$ cat config.mk
export PLATFORM = sky130hd
export DESIGN_NAME = watchdog_supervisor_escalation_top
export DESIGN_NICKNAME = d
export VERILOG_FILES = /design/src/design/wdse_pkg.sv /design/src/design/watchdog_supervisor_escalation_top.sv
export SDC_FILE = /design/constraint.sdc
export NUM_CORES = 1
export LEC_CHECK = 0
export ABC_AREA = 1
export BUFFER_PORTS_ARGS = -buffer_cell sky130_fd_sc_hd__buf_4
export CORE_UTILIZATION = 45
export DETAILED_ROUTE_END_ITERATION = 10
export PLACE_DENSITY_LB_ADDON = 0.05
export SLEW_MARGIN = 20
export SYNTH_ARGS = -nofsm -noshare
export SYNTH_HDL_FRONTEND = slang
export SYNTH_SLANG_ARGS = --single-unit
$ cat constraint.sdc
create_clock -name clk -period 7.5 [get_ports clk]
set_input_delay 1.125 -clock clk [delete_from_list [all_inputs] [get_ports clk]]
set_output_delay 1.125 -clock clk [all_outputs]
set_load 0.05 [all_outputs]
$ cat src/design/wdse_pkg.sv
// Shared package for the watchdog supervisor escalation block.
// Register indexes, event codes and reset values; no dependencies.
`timescale 1ns / 1ps

package wdse_pkg;

  // Configuration register indexes
  typedef enum logic [2:0] {
    REG_TIMEOUT      = 3'd0,
    REG_PRE_WARNING  = 3'd1,
    REG_LONG_TIMEOUT = 3'd2,
    REG_RESET_PULSE  = 3'd3,
    REG_POWER_PULSE  = 3'd4,
    REG_SAMPLE_DELAY = 3'd5,
    REG_FAIL_LIMIT   = 3'd6
  } cfg_reg_t;

  // Result event codes
  typedef enum logic [1:0] {
    EV_NONE        = 2'd0,
    EV_RESET_PULSE = 2'd1,
    EV_POWER_PULSE = 2'd2
  } event_t;

  localparam int unsigned COUNT_WIDTH_DEF = 16;
  localparam int unsigned CFG_INDEX_W     = 3;
  localparam int unsigned CFG_DATA_W      = 16;
  localparam int unsigned OUT_COUNT_W     = 16;

  // Register reset values
  localparam logic [15:0] TIMEOUT_RST      = 16'(60 * 10);
  localparam logic [15:0] PRE_WARNING_RST  = 16'd0;
  localparam logic [15:0] LONG_TIMEOUT_RST = 16'(300 * 10);
  localparam logic [7:0]  RESET_PULSE_RST  = 8'd4;
  localparam logic [7:0]  POWER_PULSE_RST  = 8'd20;
  localparam logic [7:0]  SAMPLE_DELAY_RST = 8'd20;
  localparam logic [3:0]  FAIL_LIMIT_RST   = 4'd2;
  localparam logic        ENABLE_PREV_RST  = 1'b1;

endpackage

$ cat src/design/watchdog_supervisor_escalation_top.sv
// Watchdog supervisor with reset / power-cycle escalation, one tick per beat.
// An accepted beat waits in the input stage until its step loads the result.
// Throughput: one beat per cycle; the only limit is the output stall.
// The single state update stage reads and writes all counters.
// Reset (rst, synchronous, active high) resets state, config and valid flags.
// Depends on wdse_pkg.
`timescale 1ns / 1ps

module watchdog_supervisor_escalation_top #(
  parameter int unsigned COUNT_WIDTH = wdse_pkg::COUNT_WIDTH_DEF
) (
  input  logic                                clk,
  input  logic                                rst,
  // input tick channel
  input  logic                                in_valid,
  output logic                                in_stall,
  input  logic                                kick_level,
  input  logic                                enable_level,
  // result channel
  output logic                                out_valid,
  input  logic                                out_stall,
  output logic                                power_enable,
  output logic [wdse_pkg::OUT_COUNT_W-1:0]    timeout_remaining,
  output logic [wdse_pkg::OUT_COUNT_W-1:0]    pre_remaining,
  output logic                                pre_expired,
  output logic [1:0]                          event_code,
  // configuration write channel
  input  logic                                cfg_valid,
  output logic                                cfg_ready,
  input  logic [wdse_pkg::CFG_INDEX_W-1:0]    cfg_index,
  input  logic [wdse_pkg::CFG_DATA_W-1:0]     cfg_data
);

  typedef enum logic [1:0] {
    PH_LOW  = 2'd0,
    PH_RISE = 2'd1,
    PH_HIGH = 2'd2,
    PH_FALL = 2'd3
  } phase_t;

  // Length minus one, with zero treated as one
  function automatic logic [7:0] len_m1(input logic [7:0] v);
    len_m1 = (v == 8'd0) ? 8'd0 : v - 8'd1;
  endfunction

  // Configuration registers
  logic [15:0] timeout_period;
  logic [15:0] pre_warning_time;
  logic [15:0] long_timeout_period;
  logic [7:0]  reset_pulse_ticks;
  logic [7:0]  power_pulse_ticks;
  logic [7:0]  sample_delay_ticks;
  logic [3:0]  failure_limit;

  // Supervisor state
  logic                   kick_prev, kick_prev_next;
  logic                   enable_prev, enable_prev_next;
  phase_t                 enable_phase, enable_phase_next;
  logic [7:0]             delay_count, delay_count_next;
  logic                   half_phase, half_phase_next;
  logic [COUNT_WIDTH-1:0] timeout_count, timeout_count_next;
  logic [COUNT_WIDTH-1:0] pre_count, pre_count_next;
  logic [3:0]             failure_count, failure_count_next;
  logic [7:0]             pulse_count, pulse_count_next;
  logic                   kicked_since_expiry, kicked_since_expiry_next;

  // Input register stage
  logic s1_valid;
  logic s1_kick;
  logic s1_enable;

  logic in_fire, step_fire, cfg_fire;
  logic power_next;
  wdse_pkg::event_t event_next;

  // Reload values
  logic [COUNT_WIDTH-1:0] timeout_reload, pre_reload, long_reload;
  logic [3:0]             fail_inc;
  logic [31:0]            timeout_wide, pre_wide;

  // Pre-warning write: count minus the elapsed part of the timeout
  logic [31:0]            elapsed_wide;
  logic [COUNT_WIDTH-1:0] elapsed;
  logic [31:0]            pre_cfg_diff;
  logic [COUNT_WIDTH-1:0] pre_cfg_value;

  // register writes wait until no tick is held in the input stage
  assign cfg_ready = ~s1_valid;
  assign cfg_fire  = cfg_valid & cfg_ready;
  assign in_fire   = in_valid & ~in_stall;
  assign step_fire = s1_valid & (~out_valid | ~out_stall);
  assign in_stall  = s1_valid & ~step_fire;

  assign timeout_reload = COUNT_WIDTH'(32'(timeout_period) - 32'd1);
  assign pre_reload     = (pre_warning_time == 16'd0) ? '0
                        : COUNT_WIDTH'(32'(pre_warning_time) - 32'd1);
  assign long_reload    = COUNT_WIDTH'(32'(long_timeout_period) - 32'd1);
  assign fail_inc       = failure_count + 4'd1;

  assign elapsed_wide  = 32'(timeout_period) - 32'(timeout_count);
  assign elapsed       = elapsed_wide[COUNT_WIDTH-1:0];
  assign pre_cfg_diff  = 32'(cfg_data) - 32'(elapsed);
  assign pre_cfg_value = (32'(cfg_data) > 32'(elapsed))
                       ? COUNT_WIDTH'(pre_cfg_diff) : '0;

  // One tick of the supervisor
  always_comb begin
    kick_prev_next           = kick_prev;
    enable_prev_next         = enable_prev;
    enable_phase_next        = enable_phase;
    delay_count_next         = delay_count;
    half_phase_next          = half_phase;
    timeout_count_next       = timeout_count;
    pre_count_next           = pre_count;
    failure_count_next       = failure_count;
    pulse_count_next         = pulse_count;
    kicked_since_expiry_next = kicked_since_expiry;
    power_next               = 1'b1;
    event_next               = wdse_pkg::EV_NONE;

    if (pulse_count != 8'd0) begin
      // pulse running: only the pulse counter moves
      pulse_count_next = pulse_count - 8'd1;
      power_next       = 1'b0;
    end else if (delay_count != 8'd0) begin
      // sampling delay; resample kick on its last tick
      delay_count_next = delay_count - 8'd1;
      if (delay_count == 8'd1) begin
        kick_prev_next = s1_kick;
      end
    end else begin
      // enable pin tracking, only once kicked since the last expiry
      if (kicked_since_expiry) begin
        if (s1_enable == enable_prev) begin
          enable_phase_next = s1_enable ? PH_HIGH : PH_LOW;
        end else begin
          enable_prev_next = s1_enable;
          if (s1_enable) begin
            enable_phase_next = PH_RISE;
            delay_count_next  = len_m1(sample_delay_ticks);
            kick_prev_next    = s1_kick;
          end else begin
            enable_phase_next = PH_FALL;
          end
        end
      end
      if (enable_phase_next == PH_HIGH) begin
        if (s1_kick != kick_prev) begin
          // kick edge: reload the timeout and pre-warning counts, clear failures
          kick_prev_next           = s1_kick;
          timeout_count_next       = timeout_reload;
          failure_count_next       = 4'd0;
          pre_count_next           = pre_reload;
          kicked_since_expiry_next = 1'b1;
        end else begin
          half_phase_next = ~half_phase;
          if (half_phase) begin
            if (timeout_count != '0) begin
              timeout_count_next = timeout_count - COUNT_WIDTH'(1);
              if (pre_count != '0) begin
                pre_count_next = pre_count - COUNT_WIDTH'(1);
              end
            end else begin
              // expiry: reset pulse, or power pulse at the failure limit
              timeout_count_next       = timeout_reload;
              pre_count_next           = pre_reload;
              kicked_since_expiry_next = 1'b0;
              if (fail_inc >= failure_limit) begin
                failure_count_next = 4'd0;
                pulse_count_next   = len_m1(power_pulse_ticks);
                event_next         = wdse_pkg::EV_POWER_PULSE;
              end else begin
                failure_count_next = fail_inc;
                timeout_count_next = long_reload;
                pulse_count_next   = len_m1(reset_pulse_ticks);
                event_next         = wdse_pkg::EV_RESET_PULSE;
              end
              power_next        = 1'b0;
              delay_count_next  = len_m1(sample_delay_ticks);
              enable_phase_next = PH_HIGH;
              enable_prev_next  = s1_enable;
              kick_prev_next    = s1_kick;
            end
          end
        end
      end
    end
  end

  assign timeout_wide = 32'(timeout_count_next);
  assign pre_wide     = 32'(pre_count_next);

  // Configuration and state registers
  always_ff @(posedge clk) begin
    if (rst) begin
      timeout_period      <= wdse_pkg::TIMEOUT_RST;
      pre_warning_time    <= wdse_pkg::PRE_WARNING_RST;
      long_timeout_period <= wdse_pkg::LONG_TIMEOUT_RST;
      reset_pulse_ticks   <= wdse_pkg::RESET_PULSE_RST;
      power_pulse_ticks   <= wdse_pkg::POWER_PULSE_RST;
      sample_delay_ticks  <= wdse_pkg::SAMPLE_DELAY_RST;
      failure_limit       <= wdse_pkg::FAIL_LIMIT_RST;
      kick_prev           <= 1'b0;
      enable_prev         <= wdse_pkg::ENABLE_PREV_RST;
      enable_phase        <= PH_HIGH;
      delay_count         <= len_m1(wdse_pkg::SAMPLE_DELAY_RST);
      half_phase          <= 1'b0;
      timeout_count       <= COUNT_WIDTH'(32'(wdse_pkg::TIMEOUT_RST) - 32'd1);
      pre_count           <= '0;
      failure_count       <= 4'd0;
      pulse_count         <= 8'd0;
      kicked_since_expiry <= 1'b0;
    end else if (cfg_fire) begin
      case (cfg_index)
        wdse_pkg::REG_TIMEOUT: begin
          if (cfg_data != 16'd0) begin
            timeout_period <= cfg_data;
            timeout_count  <= COUNT_WIDTH'(32'(cfg_data) - 32'd1);
          end
        end
        wdse_pkg::REG_PRE_WARNING: begin
          pre_warning_time <= cfg_data;
          pre_count        <= pre_cfg_value;
        end
        wdse_pkg::REG_LONG_TIMEOUT: long_timeout_period <= cfg_data;
        wdse_pkg::REG_RESET_PULSE:  reset_pulse_ticks   <= cfg_data[7:0];
        wdse_pkg::REG_POWER_PULSE:  power_pulse_ticks   <= cfg_data[7:0];
        wdse_pkg::REG_SAMPLE_DELAY: sample_delay_ticks  <= cfg_data[7:0];
        wdse_pkg::REG_FAIL_LIMIT:   failure_limit       <= cfg_data[3:0];
        default: ;
      endcase
    end else if (step_fire) begin
      kick_prev           <= kick_prev_next;
      enable_prev         <= enable_prev_next;
      enable_phase        <= enable_phase_next;
      delay_count         <= delay_count_next;
      half_phase          <= half_phase_next;
      timeout_count       <= timeout_count_next;
      pre_count           <= pre_count_next;
      failure_count       <= failure_count_next;
      pulse_count         <= pulse_count_next;
      kicked_since_expiry <= kicked_since_expiry_next;
    end
  end

  // Input register stage
  always_ff @(posedge clk) begin
    if (rst) begin
      s1_valid <= 1'b0;
    end else if (in_fire) begin
      s1_valid <= 1'b1;
    end else if (step_fire) begin
      s1_valid <= 1'b0;
    end
  end

  always_ff @(posedge clk) begin
    if (in_fire) begin
      s1_kick   <= kick_level;
      s1_enable <= enable_level;
    end
  end

  // Result register
  always_ff @(posedge clk) begin
    if (rst) begin
      out_valid <= 1'b0;
    end else if (step_fire) begin
      out_valid <= 1'b1;
    end else if (~out_stall) begin
      out_valid <= 1'b0;
    end
  end

  always_ff @(posedge clk) begin
    if (step_fire) begin
      power_enable      <= power_next;
      timeout_remaining <= timeout_wide[15:0];
      pre_remaining     <= pre_wide[15:0];
      pre_expired       <= (pre_warning_time != 16'd0) && (pre_count_next == '0);
      event_code        <= event_next;
    end
  end

endmodule

# ---- Yosys cells after proc, flatten, opt, wreduce, memory -nomap -nowiden
# Index checks and enable logic that the tools add are counted.
dict set report word_totals {
  in_bits 26
  latchBits 0
  mem_bits_rw 0
  mem_count 0
  ff_bits 174
  out_inout_bits 39
  romBits 0
}
dict set report classes {
  addsub 14
  shifts 0
  muxes 83
  n_bitwise 16
  order_cmp 2
  div_mod_pow 0
  n_reduce_logical 34
  multipliers 0
  n_eq_ne 19
}
# op n
set op_table {}
lappend op_table {{$mux W16} 23}
lappend op_table {{$mux W8} 18}
lappend op_table {{$sub A16 B1 Y16 const B} 6}
lappend op_table {{$reduce_bool A16 Y1} 4}
lappend op_table {{$sub A8 B1 Y8 const B} 5}
lappend op_table {{$logic_not A16 Y1} 2}
lappend op_table {{$sub A16 B16 Y16} 2}
lappend op_table {{$mux W1} 27}
lappend op_table {{$logic_not A8 Y1} 3}
lappend op_table {{$mux W2} 11}
lappend op_table {{$gt A16 B16 Y1} 1}
lappend op_table {{$mux W4} 4}
lappend op_table {{$reduce_bool A8 Y1} 2}
lappend op_table {{$reduce_and A2 Y1} 7}
lappend op_table {{$reduce_and A7 Y1} 2}
lappend op_table {{$not A1 Y1} 11}
lappend op_table {{$ne A2 B1 Y1 const B} 5}
lappend op_table {{$reduce_bool A2 Y1} 5}
lappend op_table {{$eq A3 B3 Y1 const B} 3}
lappend op_table {{$reduce_and A3 Y1} 3}
lappend op_table {{$eq A8 B1 Y1 const B} 1}
lappend op_table {{$ne A2 B2 Y1 const B} 4}
lappend op_table {{$reduce_and A4 Y1} 2}
lappend op_table {{$eq A3 B2 Y1 const B} 2}
lappend op_table {{12 further kinds} 15}

# ---- Logic depth before layout (Yosys ltp)
# Gate-level depths: netlist of the first run.
dict set report depth {
  word_depth 11
  ltp_mapped 30
}

# ---- Least setup slack after synthesis of the first run
# No wires, ideal clock.
dict set report synth_timing {
  path_type {input port to flip-flop}
  start {input port out_stall}
  end {register delay_count[0]}
  stages 8
  arrival_ns 4.042
  slack_ns 3.332
  setup_ns 0.126
  path_cell_list {nand2_1 inv_1 nor2_1 inv_1 nor2_1 clkbuf_1 a22o_1 nand2_1}
}
dict set report synth_via {
  elab_chain_len 4
}
# item line
set synth_lines {}
lappend synth_lines {{start, declared} watchdog_supervisor_escalation_top.sv:21} ;# input logic out_stall,
lappend synth_lines {{$not A1 Y1} --}
lappend synth_lines {{$or A1 B1 Y1} watchdog_supervisor_escalation_top.sv:91} ;# assign step_fire = s1_valid & (~out_valid | ~out_stall);
lappend synth_lines {{$and A1 B1 Y1} watchdog_supervisor_escalation_top.sv:91}
lappend synth_lines {{net step_fire} watchdog_supervisor_escalation_top.sv:72} ;# logic in_fire, step_fire, cfg_fire;
lappend synth_lines {{$reduce_and A3 Y1 (no source line)} --}
lappend synth_lines {{end signal, assigned} watchdog_supervisor_escalation_top.sv:206} ;# delay_count <= len_m1(wdse_pkg::SAMPLE_DELAY_RST);
lappend synth_lines {{end signal, assigned} watchdog_supervisor_escalation_top.sv:236} ;# delay_count <= delay_count_next;
lappend synth_lines {{end, declared} watchdog_supervisor_escalation_top.sv:59} ;# logic [7:0] delay_count, delay_count_next;
# The timed path passes the listed nets, and every way through them passes these cells.
# A chain may end at the register's enable or synchronous reset.

# ---- Worst setup path after layout of the first run
dict set report layout_timing {
  start {register timeout_count[2]}
  end {register pre_count[9]}
}
dict set report layout_via {
  elab_chain_len 9
  word_cells_on_any_way 14
  classes_between {2 x add/sub; 1 x order compare; 10 x mux; 1 x reduce/logical}
}
# item line
set layout_lines {}
lappend layout_lines {{start, declared} watchdog_supervisor_escalation_top.sv:61} ;# logic [COUNT_WIDTH-1:0] timeout_count, timeout_count_next;
lappend layout_lines {{start signal, assigned} watchdog_supervisor_escalation_top.sv:208} ;# timeout_count <= COUNT_WIDTH'(32'(wdse_pkg::TIMEOUT_RST) - 32'd1);
lappend layout_lines {{start signal, assigned} watchdog_supervisor_escalation_top.sv:218} ;# timeout_count <= COUNT_WIDTH'(32'(cfg_data) - 32'd1);
lappend layout_lines {{start signal, assigned} watchdog_supervisor_escalation_top.sv:238} ;# timeout_count <= timeout_count_next;
lappend layout_lines {{branches (longest 8 deep; another with $sub A16 B16 Y16)} --}
lappend layout_lines {{$mux W16 *} watchdog_supervisor_escalation_top.sv:213} ;# end else if (cfg_fire) begin
lappend layout_lines {{end signal, assigned} watchdog_supervisor_escalation_top.sv:223} ;# pre_count <= pre_cfg_value;
lappend layout_lines {{end signal, assigned} watchdog_supervisor_escalation_top.sv:239} ;# pre_count <= pre_count_next;
lappend layout_lines {{end, declared} watchdog_supervisor_escalation_top.sv:62} ;# logic [COUNT_WIDTH-1:0] pre_count, pre_count_next;
# Every way passes the cells marked *. The select of a mux whose other input is x is not followed.

==> results of run 1 <==
## path summary, 6_finish.rpt
| path | startpoint | endpoint | slack, ns | cells after the start |
|---|---|---|---|---|
| max | timeout_count[2] | pre_count[9] | 3.26 | 28 |
| min | failure_count[3] | failure_count[3] | 0.48 | 2 |
| max reg2reg | timeout_count[2] | pre_count[9] | 3.26 | 28 |
| min reg2reg | failure_count[3] | failure_count[3] | 0.48 | 2 |
## kinds of logic (layout without fill, tap and decap cells)
kind of cell / after synthesis / after routing / share of synthesized area, %
AND/OR/NAND/NOR: 805 / 805 / 29.15
flip-flops: 174 / 174 / 31.43
adder cells (fa/ha/maj): 52 / 52 / 5.414
buffers and inverters: 312 / 352 / 9.963
XOR/XNOR: 87 / 87 / 6.259
AO/OA/AOI/OAI: 401 / 401 / 17.79
## power breakdown
group / leakage [nW] / internal [mW] / total, mW / switching [mW]
sequential: 1.47 / 1.03 / 1.09 / 0.0593
combinational: 4.40 / 0.355 / 1.07 / 0.712
clock: 0.285 / 0.444 / 0.903 / 0.459
## state kept, by name, summed over array words and instances (netlist names), 16 cells and up
name                 count
pre_count               16
pre_remaining           16
long_timeout_period     16
timeout_remaining       16
pre_warning_time        16
timeout_count           16
timeout_period          16
## routing by layer
| metal | part of all wire [%] | vias to the layer above |
|---|---|---|
| met5 | 0 | - |
| met4 | 3.3 | 0 |
| met3 | 7.1 | 70 |
| met2 | 45 | 503 |
| met1 | 45 | 5713 |
| li1 | - | 6107 |
## worst max-delay path: cells and delay by family (launching register included)
kind | cells | cell delay (ns)
flops | 1 | 0.43
buf+inv | 4 | 0.37
fa+ha+maj | 2 | 0.65
compound gates | 8 | 1.39
simple gates | 14 | 1.26
## layout make-up
class                      instances  area share (%)
clock inverter                    15           1.061
tap                              341           3.146
inverter                         246           6.856
sequential                       174           28.49
clock buffer                      17           3.137
timing repair buffer              74           4.097
multi-input combinational       1345           53.21
## per-stage QoR
stage | std cells | instance area (sq um)
floorplan | 1831 | 12290
global placement | 2180 | 12990
detailed placement | 2180 | 12990
CTS | 2212 | 13560
global route | 2212 | 13560
finish | 2212 | 13560
## cell usage in the layout (no fill, tap or decap), types with 4 or more instances in the layout
cell         n
a21oi_1    155
a21oi_2      4
a31oi_1      9
buf_4       74
clkbuf_16   17
clkinv_1     4
clkinv_4     4
dfxtp_1    136
edfxtp_1    38
ha_1        50
inv_1      226
inv_2       15
inv_8        6
nand2_1    379
nand2_2      5
nand3_1    139
nand3_2      5
nand3b_1     5
nand4_1     30
nor2_1     168
nor2_2      13
nor2_4       4
nor3_1      22
nor3_2       7
nor4_1       9
o211ai_1    20
o21ai_0    169
o21ai_1      9
o21bai_1     8
o22ai_1      8
or2_2        7
xnor2_1     28
xor2_1      58
==> flow_summary_export.csv, run 1 <==
group,metric,value,unit
pwr,power.leakage,6.155,nW
route,vias,12390,
grt,grt_max_degree,67,
grt,grt_pass1_wl,64.54,mm
worst_setup_path,worstSetupPathType,"reg -> reg",
die,dieArea,27990,sq um
timing,worst_pin_slew,1.027,ns
grt,busiest_layer,"met2",
cells_and_area,layout.nets,1936,
route,wl_per_cell,18.91,microns
worst_setup_path,endpoint_kind,"flop",
logic_synthesis,syn_area_per_cell,6.715,sq um
logic_synthesis,synth_top_area_share,22.15,%
logic_synthesis,yosys_register_bits,174,
run_status,status,"finished clean",
worst_setup_path,crit_top_cell,"nand2_1",
die,initial_core_util,45.74,%
cts,cts_num_sinks,174,
route,drt_first_pass_iters,6,
cts,htree_levels,4,
cells_and_area,postLayoutCoreUtil,50.46,%
timing,setup_violations,0,
cells_and_area,regArea,3864,sq um
grt,antenna_found_initial,0,
cells_and_area,multi_input_area,7216,sq um
grt,met1_usage,40.95,%
route,drtIter0Drc,1157,
logic_synthesis,synthCells,1831,
logic_synthesis,synth_commonest_cells,"nand2_1, inv_1, nor2_1",
grt,grtUsageMet2,48.70,%
route,totalWireLength,41.84,mm
logic_synthesis,synth_fp_nets,1909,
placed_design,pre_cts_ws,3.325,ns
logic_synthesis,yosysTopAreaCell,"dfxtp_1",
route,ant_nets,0,
logic_synthesis,async_flop_share,0,%
timing,max-slew-margin-rel,31.38,%
die,die_w,167.3,microns
cells_and_area,drive_gt1_share,9.514,%
grt,grt_util_all_layers,30.06,%
logic_synthesis,synth_edf_count,38,
worst_setup_path,critPathMaxStageDelay,0.43,ns
die,num_io_pins,65,
grt,grt_overflow,0,
route,viasPerCell,5.603,
timing,worst_slack,3.257,ns
cts,ctsResizeCount,0,
pwr,finalPower,3.057,mW
cts,cts_made_buffers,17,
worst_setup_path,cp-start-kind,"flop",
worst_setup_path,cp.required,7.83,ns
logic_synthesis,synth_warnings,0,
cts,tritoncts,"built",
placed_design,hpwlAfterDp,31.03,mm
die,core_area,26880,sq um
timing,hold_violations,0,
cells_and_area,diodes,0,
worst_setup_path,worst_ep_arrival_time,4.58,ns
cells_and_area,syn_to_final_growth,10.30,%
logic_synthesis,synthFlopType,"dfxtp_1",
logic_synthesis,synth.cell_area,12290,sq um
placed_design,port_buffers,64,
cells_and_area,fill_cells,2785,
logic_synthesis,ys_types,56,
worst_setup_path,crit_fanout,12,
timing,clock_skew,0.01600,ns
placed_design,globalplace.congestion,0.9292,
route,drc,0,
cts,clk_latency,0.45,ns
timing,period_minus_slack,4.243,ns
grt,met3_usage,3.214,%
logic_synthesis,yosysMostFrequentCell,"nand2_1",
grt,grt_pass1_vias,11330,
hold_path,hp-class,"reg -> reg",
timing,rsz0062_at_grt,"no",
logic_synthesis,ys_seq_area_share,31.43,%
die,row_count,60,
pwr,power_density,225.4,nW/um^2
timing,period_share,56.57,%
die,die_h,167.3,microns
logic_synthesis,ys_top_cells_by_area,"dfxtp_1, nand2_1, edfxtp_1, inv_1, o21ai_0",
worst_setup_path,worst_path_max_delay_cell,"dfxtp_1",
cts,clk_pin_slew,0.08,ns
cts,holdBufCountCts,0,
timing,holdWs,0.4796,ns
cts,cts_setup_buffers,0,
timing,max_freq,0.2357,GHz
cts,cts_root_buffer,"clkbuf_16",
timing,maxSlewViolCount,0,
timing,tns,0,ns
cts,cts_buffer_depth,2,
pwr,worst_ir_drop_vdd,0.1440,mV
job,drv_cap,0,
Note: power is estimated with default switching activity, not from simulation.
==> inputs of run 2 (changes only) <==
--- a/config.mk
+++ b/config.mk
@@ -5,7 +5,7 @@
 export SDC_FILE = /design/constraint.sdc
 export NUM_CORES = 1
 export LEC_CHECK = 0
-export ABC_AREA = 1
+export ABC_AREA = 0
 export BUFFER_PORTS_ARGS = -buffer_cell sky130_fd_sc_hd__buf_4
 export CORE_UTILIZATION = 45
 export DETAILED_ROUTE_END_ITERATION = 10
==> constraint.sdc (replaced) <==
create_clock -name clk -period 3.7 [get_ports clk]
set_input_delay 0.555 -clock clk [delete_from_list [all_inputs] [get_ports clk]]
set_output_delay 0.555 -clock clk [all_outputs]
set_load 0.05 [all_outputs]
==> run 2 against run 1 <==
Against the previous run:
- global-route usage grew 1.6 points
- count of clock-buffer cells in the layout stayed put
- clock skew barely moved
- the run now ends with setup timing left
- area after synthesis fell by 4.8%
- largest cell class unchanged
- utilization up 5.1 points
- final cell count shrank 12%
- sequential cell count unchanged
- critical path type unchanged
==> flow_summary_export.csv, run 2 <==
group,metric,value,unit
pwr,power.switching,2.022,mW
timing,rsz0062_at_grt,"yes",
timing,max-slew-margin-rel,32.79,%
timing,period_minus_slack,3.811,ns
logic_synthesis,ys_seq_area_share,33.01,%
logic_synthesis,synthCells,1477,
logic_synthesis,async_flop_share,0,%
placed_design,pre_cts_ws,-0.1163,ns
worst_setup_path,worstSetupPathType,"reg -> reg",
placed_design,port_buffers,64,
die,die_h,163.3,microns
timing,worst_pin_slew,1.004,ns
cells_and_area,drive_gt1_share,18.43,%
die,num_io_pins,65,
route,drc,0,
cells_and_area,diodes,0,
route,wl_per_cell,21.81,microns
logic_synthesis,ys_types,88,
route,drt_first_pass_iters,6,
placed_design,hpwlAfterDp,30.38,mm
worst_setup_path,cp.required,4.00,ns
route,drtIter0Drc,1129,
logic_synthesis,yosysMostFrequentCell,"nand2_1",
timing,setup_violations,16,
pwr,p_sw_share,35.66,%
logic_synthesis,yosysTopAreaCell,"dfxtp_1",
logic_synthesis,synth.cell_area,11710,sq um
timing,worst_slack,-0.1110,ns
cts,cts_root_buffer,"clkbuf_16",
worst_setup_path,crit_fanout,6,
timing,clock_skew,0.01570,ns
job,drv_cap,0,
placed_design,globalplace.congestion,0.9785,
logic_synthesis,synth_edf_count,38,
cells_and_area,syn_to_final_growth,20.29,%
hold_path,hp-class,"in -> reg",
cts,clk_pin_slew,0.08,ns
run_status,status,"finished with violations",
route,ant_nets,0,
cells_and_area,layout.nets,1671,
pwr,pwr-share-seq,36.6,%
pwr,comb_power_share,30.5,%
route,viasPerCell,6.175,
pwr,clkPwrFrac,32.9,%
logic_synthesis,synth_warnings,0,
cts,tritoncts,"built",
grt,grt_util_all_layers,31.62,%
pwr,p_int,3.648,mW
pwr,power.leakage,5.346,nW
worst_setup_path,endpoint_kind,"flop",
placed_design,dp.cells,1889,
cells_and_area,final_cell_mix,"nand2_1, buf_4, a21oi_1",
die,dieArea,26660,sq um
timing,period_share,103.0,%
logic_synthesis,synthFlopType,"dfxtp_1",
logic_synthesis,synth_fp_nets,1555,
cts,holdBufCountCts,0,
timing,maxSlewViolCount,0,
grt,grt_max_degree,83,
logic_synthesis,syn_area_per_cell,7.926,sq um
logic_synthesis,synth_commonest_cells,"nand2_1, a21oi_1, dfxtp_1",
route,totalWireLength,42.22,mm
die,die_w,163.3,microns
cts,htree_levels,4,
cells_and_area,final_cells,1936,
route,vias,11960,
timing,hold_violations,0,
logic_synthesis,synth_top_area_share,23.26,%
grt,grt_overflow,0,
pwr,worst_ir_drop_vdd,0.2699,mV
die,row_count,58,
cts,cts_made_buffers,17,
grt,antenna_found_initial,0,
grt,grt_pass1_vias,10880,
cts,cts_num_sinks,174,
worst_setup_path,worst_ep_arrival_time,4.11,ns
run_status,violations,"setup timing",
pwr,power_density,402.6,nW/um^2
cts,cts_buffer_depth,2,
cells_and_area,fill_cells,2438,
worst_setup_path,cp-start-kind,"flop",
grt,grt_pass1_wl,63.44,mm
logic_synthesis,yosys_register_bits,174,
cts,clk_latency,0.44,ns
timing,max_freq,0.2624,GHz
die,initial_core_util,46.22,%
cells_and_area,mostFrequentLayoutCell,"nand2_1",
logic_synthesis,ys_top_cells_by_area,"dfxtp_1, edfxtp_1, a21oi_1, nand2_1, ha_1",
die,core_area,25330,sq um
[run 2: cell types whose count changed after synthesis, sizes merged, moves of 28 or more]
cell	before	now
nor3	31	76
nand2	387	183
xor2	58	30
nor2	185	136
mux2i	0	37
nand3	145	29
inv	241	64
o21ai	180	77
[run 2: cell type report]
cell class                      count  area [sq um]  area share, %
Multi-Input combinational cell   1158          7592          53.92
Inverter                           66         247.7          1.759
Clock inverter                     15         166.4          1.182
Clock buffer                       17         425.4          3.021
Sequential cell                   174          3869          27.47
Timing Repair Buffer              176          1368          9.712
Tap cell                          330         412.9          2.932
[run 2: through the flow]
step	total power, mW	util (%)	setup TNS [ns]	instance area, sq um	hold slack (ns)
final	5.669	55.60	-0.6969	14080	0.2867
after global routing	5.898	55.60	-3.800	14080	0.2591
after CTS	5.599	55.07	-0.8852	13950	0.2668
after detailed placement	3.603	51.65	-1.202	13080	0.4645
after global placement	3.600	51.65	-0.7000	13080	0.4571
after floorplan	3.075	-	0	11760	0.4446
[run 2: final timing paths]
check                         start  slack [ns]                 to  cells after the start
setup / recovery   timeout_count[1]       -0.11       pre_count[9]                     19
hold / removal           kick_level        0.29            s1_kick                      1
setup reg to reg   timeout_count[1]       -0.11       pre_count[9]                     19
hold reg to reg   timeout_count[11]        0.48  timeout_count[11]                      2
[run 2: power groups by stage]
stage	sequential, mW	combinational (mW)	clock (mW)
finish	2.08	1.73	1.87
global route	2.08	1.85	1.96
CTS	2.07	1.62	1.90
detailed placement	2.12	1.49	0
global placement	2.12	1.48	0
floorplan	2.17	0.907	0
[run 2: routing by layer]
| layer | track usage (%) | part of all wire [%] | up-vias |
|---|---|---|---|
| met1 | 42.34 | 44 | 5679 |
| met3 | 6.501 | 8.3 | 122 |
| met2 | 48.15 | 43 | 527 |
| met5 | 0 | 0 | - |
| met4 | 15.38 | 4.7 | 0 |
| li1 | - | - | 5627 |
[run 2: cell families after synthesis]
family                   after synthesis  share of synthesized area, %
AO/OA/AOI/OAI                        386                         21.27
XOR/XNOR                              85                         6.360
AND/OR/NAND/NOR                      592                         25.09
multiplexers                          43                         3.741
flip-flops                           174                         33.01
buffers and inverters                145                         4.853
adder cells (fa/ha/maj)               52                         5.686
[run 2: timing repair]
item | CTS | global route
buffers inserted | 11 | 3
gates cloned | 1 | 0
endpoints found under the setup margin | 15 | 17
pin swaps | 34 | 25
gates resized for setup | 35 | 20
[run 2: critical path, stage by stage, from the launching register on]
cell and delay [ns]:
dfxtp_2 0.33, inv_2 0.07, ha_4 0.19, nor2b_1 0.12, o21a_1 0.18, o21ai_1 0.13, nand2b_1 0.11, buf_4 0.15
buf_4 0.12, buf_4 0.13, a21oi_4 0.16, xnor2_2 0.10, ha_2 0.22, or3_1 0.38, o211a_1 0.24, o21a_1 0.19
o21a_1 0.18, or3_1 0.34, a32oi_2 0.26, a211oi_2 0.09
==> inputs of run 3 (changes only) <==
--- a/config.mk
+++ b/config.mk
@@ -10,6 +10,7 @@
 export CORE_UTILIZATION = 45
 export DETAILED_ROUTE_END_ITERATION = 10
 export PLACE_DENSITY_LB_ADDON = 0.05
+export REMOVE_ABC_BUFFERS = 1
 export SLEW_MARGIN = 20
 export SYNTH_ARGS = -nofsm -noshare
 export SYNTH_HDL_FRONTEND = slang
==> run 3 against run 2 <==
Against the previous run:
- critical path type unchanged
- combinational power decreased by 3%
- sequential cell count unchanged
- sequential power about the same
- clock power increased by 4%
- critical path depth unchanged
- sequential share of layout area decreased by 0.15 points
- final cell count increased by 0.57%
- setup slack improved by 0.11 ns
- the flow still finishes with violations (setup timing)
==> flow_summary_export.csv, run 3 (synthesis gave the netlist of run 2 again) <==
group,metric,value,unit
worst_setup_path,endpoint_kind,"flop",
cells_and_area,stdcell_area,14160,sq um
route,drt_first_pass_iters,5,
worst_setup_path,critPathMaxStageDelay,0.32,ns
worst_setup_path,worstSetupPathType,"reg -> reg",
route,wl_per_cell,21.27,microns
cts,htree_levels,4,
pwr,power.switching,1.943,mW
pwr,worst_ir_drop_vdd,0.2853,mV
pwr,finalPower,5.697,mW
timing,holdWs,0.2818,ns
timing,clock_skew,0.01675,ns
pwr,clkPwrFrac,34.2,%
timing,period_share,100.1,%
timing,max_freq,0.2700,GHz
pwr,pwr-share-seq,36.3,%
worst_setup_path,cp-start-kind,"flop",
worst_setup_path,worst_path_max_delay_cell,"dfxtp_2",
die,die_w,163.3,microns
die,dieArea,26660,sq um
timing,hold_violations,0,
route,ant_nets,0,
placed_design,port_buffers,64,
job,drv_cap,0,
placed_design,pre_cts_ws,-0.3542,ns
hold_path,hp-class,"in -> reg",
cts,cts_buffer_depth,2,
cts,cts_made_buffers,17,
route,drc,0,
pwr,comb_power_share,29.5,%
cts,cts_root_buffer,"clkbuf_16",
grt,grt_util_all_layers,31.21,%
grt,grt_pass1_vias,11160,
route,vias,11880,
pwr,power.leakage,5.425,nW
pwr,power_density,402.4,nW/um^2
grt,grt_pass1_wl,63.49,mm
cts,holdBufCountCts,0,
die,die_h,163.3,microns
timing,rsz0062_at_grt,"yes",
run_status,violations,"setup timing",
route,viasPerCell,6.102,
cells_and_area,drive_gt1_share,18.80,%
die,row_count,58,
grt,grt_overflow,0,
worst_setup_path,cp.required,4.04,ns
placed_design,place_area,13170,sq um
timing,max-slew-margin-rel,31.01,%
timing,maxSlewViolCount,0,
worst_setup_path,crit_fanout,8,
cells_and_area,layout.nets,1682,
timing,tns,-0.003667,ns
pwr,p_int,3.754,mW
route,totalWireLength,41.42,mm
cts,cts_num_sinks,174,
grt,antenna_found_initial,0,
timing,period_minus_slack,3.704,ns
worst_setup_path,worst_ep_arrival_time,4.05,ns
cts,clk_latency,0.44,ns
placed_design,globalplace.congestion,0.9601,
timing,setup_violations,1,
cts,tritoncts,"built",
die,num_io_pins,65,
worst_setup_path,cp_cell_sequence,"inv_2 > ha_4 > nor2b_1 > o21a_1 > o21ai_1 > nand2b_1 > a31o_4 > a211oi_4 > nor2_2 > xnor2_1 > ha_1 > nand4_1 > or2_4 > a21oi_4 > o21ai_2 > a31oi_4 > buf_8 > a221oi_2 > a211oi_1",
route,drtIter0Drc,1202,
cells_and_area,fill_cells,2412,
cells_and_area,final_cell_mix,"nand2_1, buf_4, a21oi_1",
grt,grt_max_degree,68,
die,initial_core_util,46.22,%
run_status,status,"finished with violations",
cts,clk_pin_slew,0.08,ns
timing,worst_slack,-0.003667,ns
cells_and_area,diodes,0,
worst_setup_path,r2r_slack,-0.004,ns
worst_setup_path,timing.critical_path.buf_inv,2,
timing,worst_pin_slew,1.021,ns
placed_design,hpwlAfterDp,29.89,mm
cells_and_area,syn_to_final_growth,20.95,%
pwr,p_sw_share,34.11,%
worst_setup_path,cp_top_family,"compound AO/OA/AOI/OAI gates",
die,core_area,25330,sq um
## run 3: worst paths after layout
kind / cells after the start / endpoint / startpoint
min: 1 / s1_kick / kick_level
max: 19 / pre_count[3] / timeout_count[1]
max reg2reg: 19 / pre_count[3] / timeout_count[1]
min reg2reg: 2 / long_timeout_period[15] / long_timeout_period[15]
## run 3: routing by layer
metal	vias up	share of wire, %	track usage (%)
met4	0	3.5	12.32
met5	-	0	0
met1	5634	44	41.36
met2	490	46	50.19
li1	5667	-	-
met3	90	7.0	5.307
## run 3: power by group through the flow
stage	Clock [mW]	Combinational [mW]	Sequential, mW
4_1_cts	1.96	1.59	2.07
3_5_place_dp	0	1.49	2.11
2_1_floorplan	0	0.836	2.17
5_1_grt	2.05	1.82	2.08
6_report	1.95	1.68	2.07
3_3_place_gp	0	1.48	2.11
## run 3: area by class of cell
class | instances | area (sq um) | area share, %
Sequential cell | 174 | 3869 | 27.32
Timing Repair Buffer | 187 | 1444 | 10.20
Clock inverter | 15 | 190.2 | 1.343
Inverter | 66 | 247.7 | 1.750
Tap cell | 330 | 412.9 | 2.916
Multi-Input combinational cell | 1158 | 7570 | 53.46
Clock buffer | 17 | 425.4 | 3.005
## run 3: what timing repair did
action	in CTS	in global routing
buffers inserted	5	4
endpoints found under the setup margin	16	17
gates resized for setup	50	20
pin swaps	28	33
gates cloned	1	0
## run 3: through the flow
stage	cells	utilization, %
finish	1947	55.90
global route	1947	55.90
CTS	1943	55.35
detailed placement	1905	51.98
global placement	1905	51.98
floorplan	1398	-
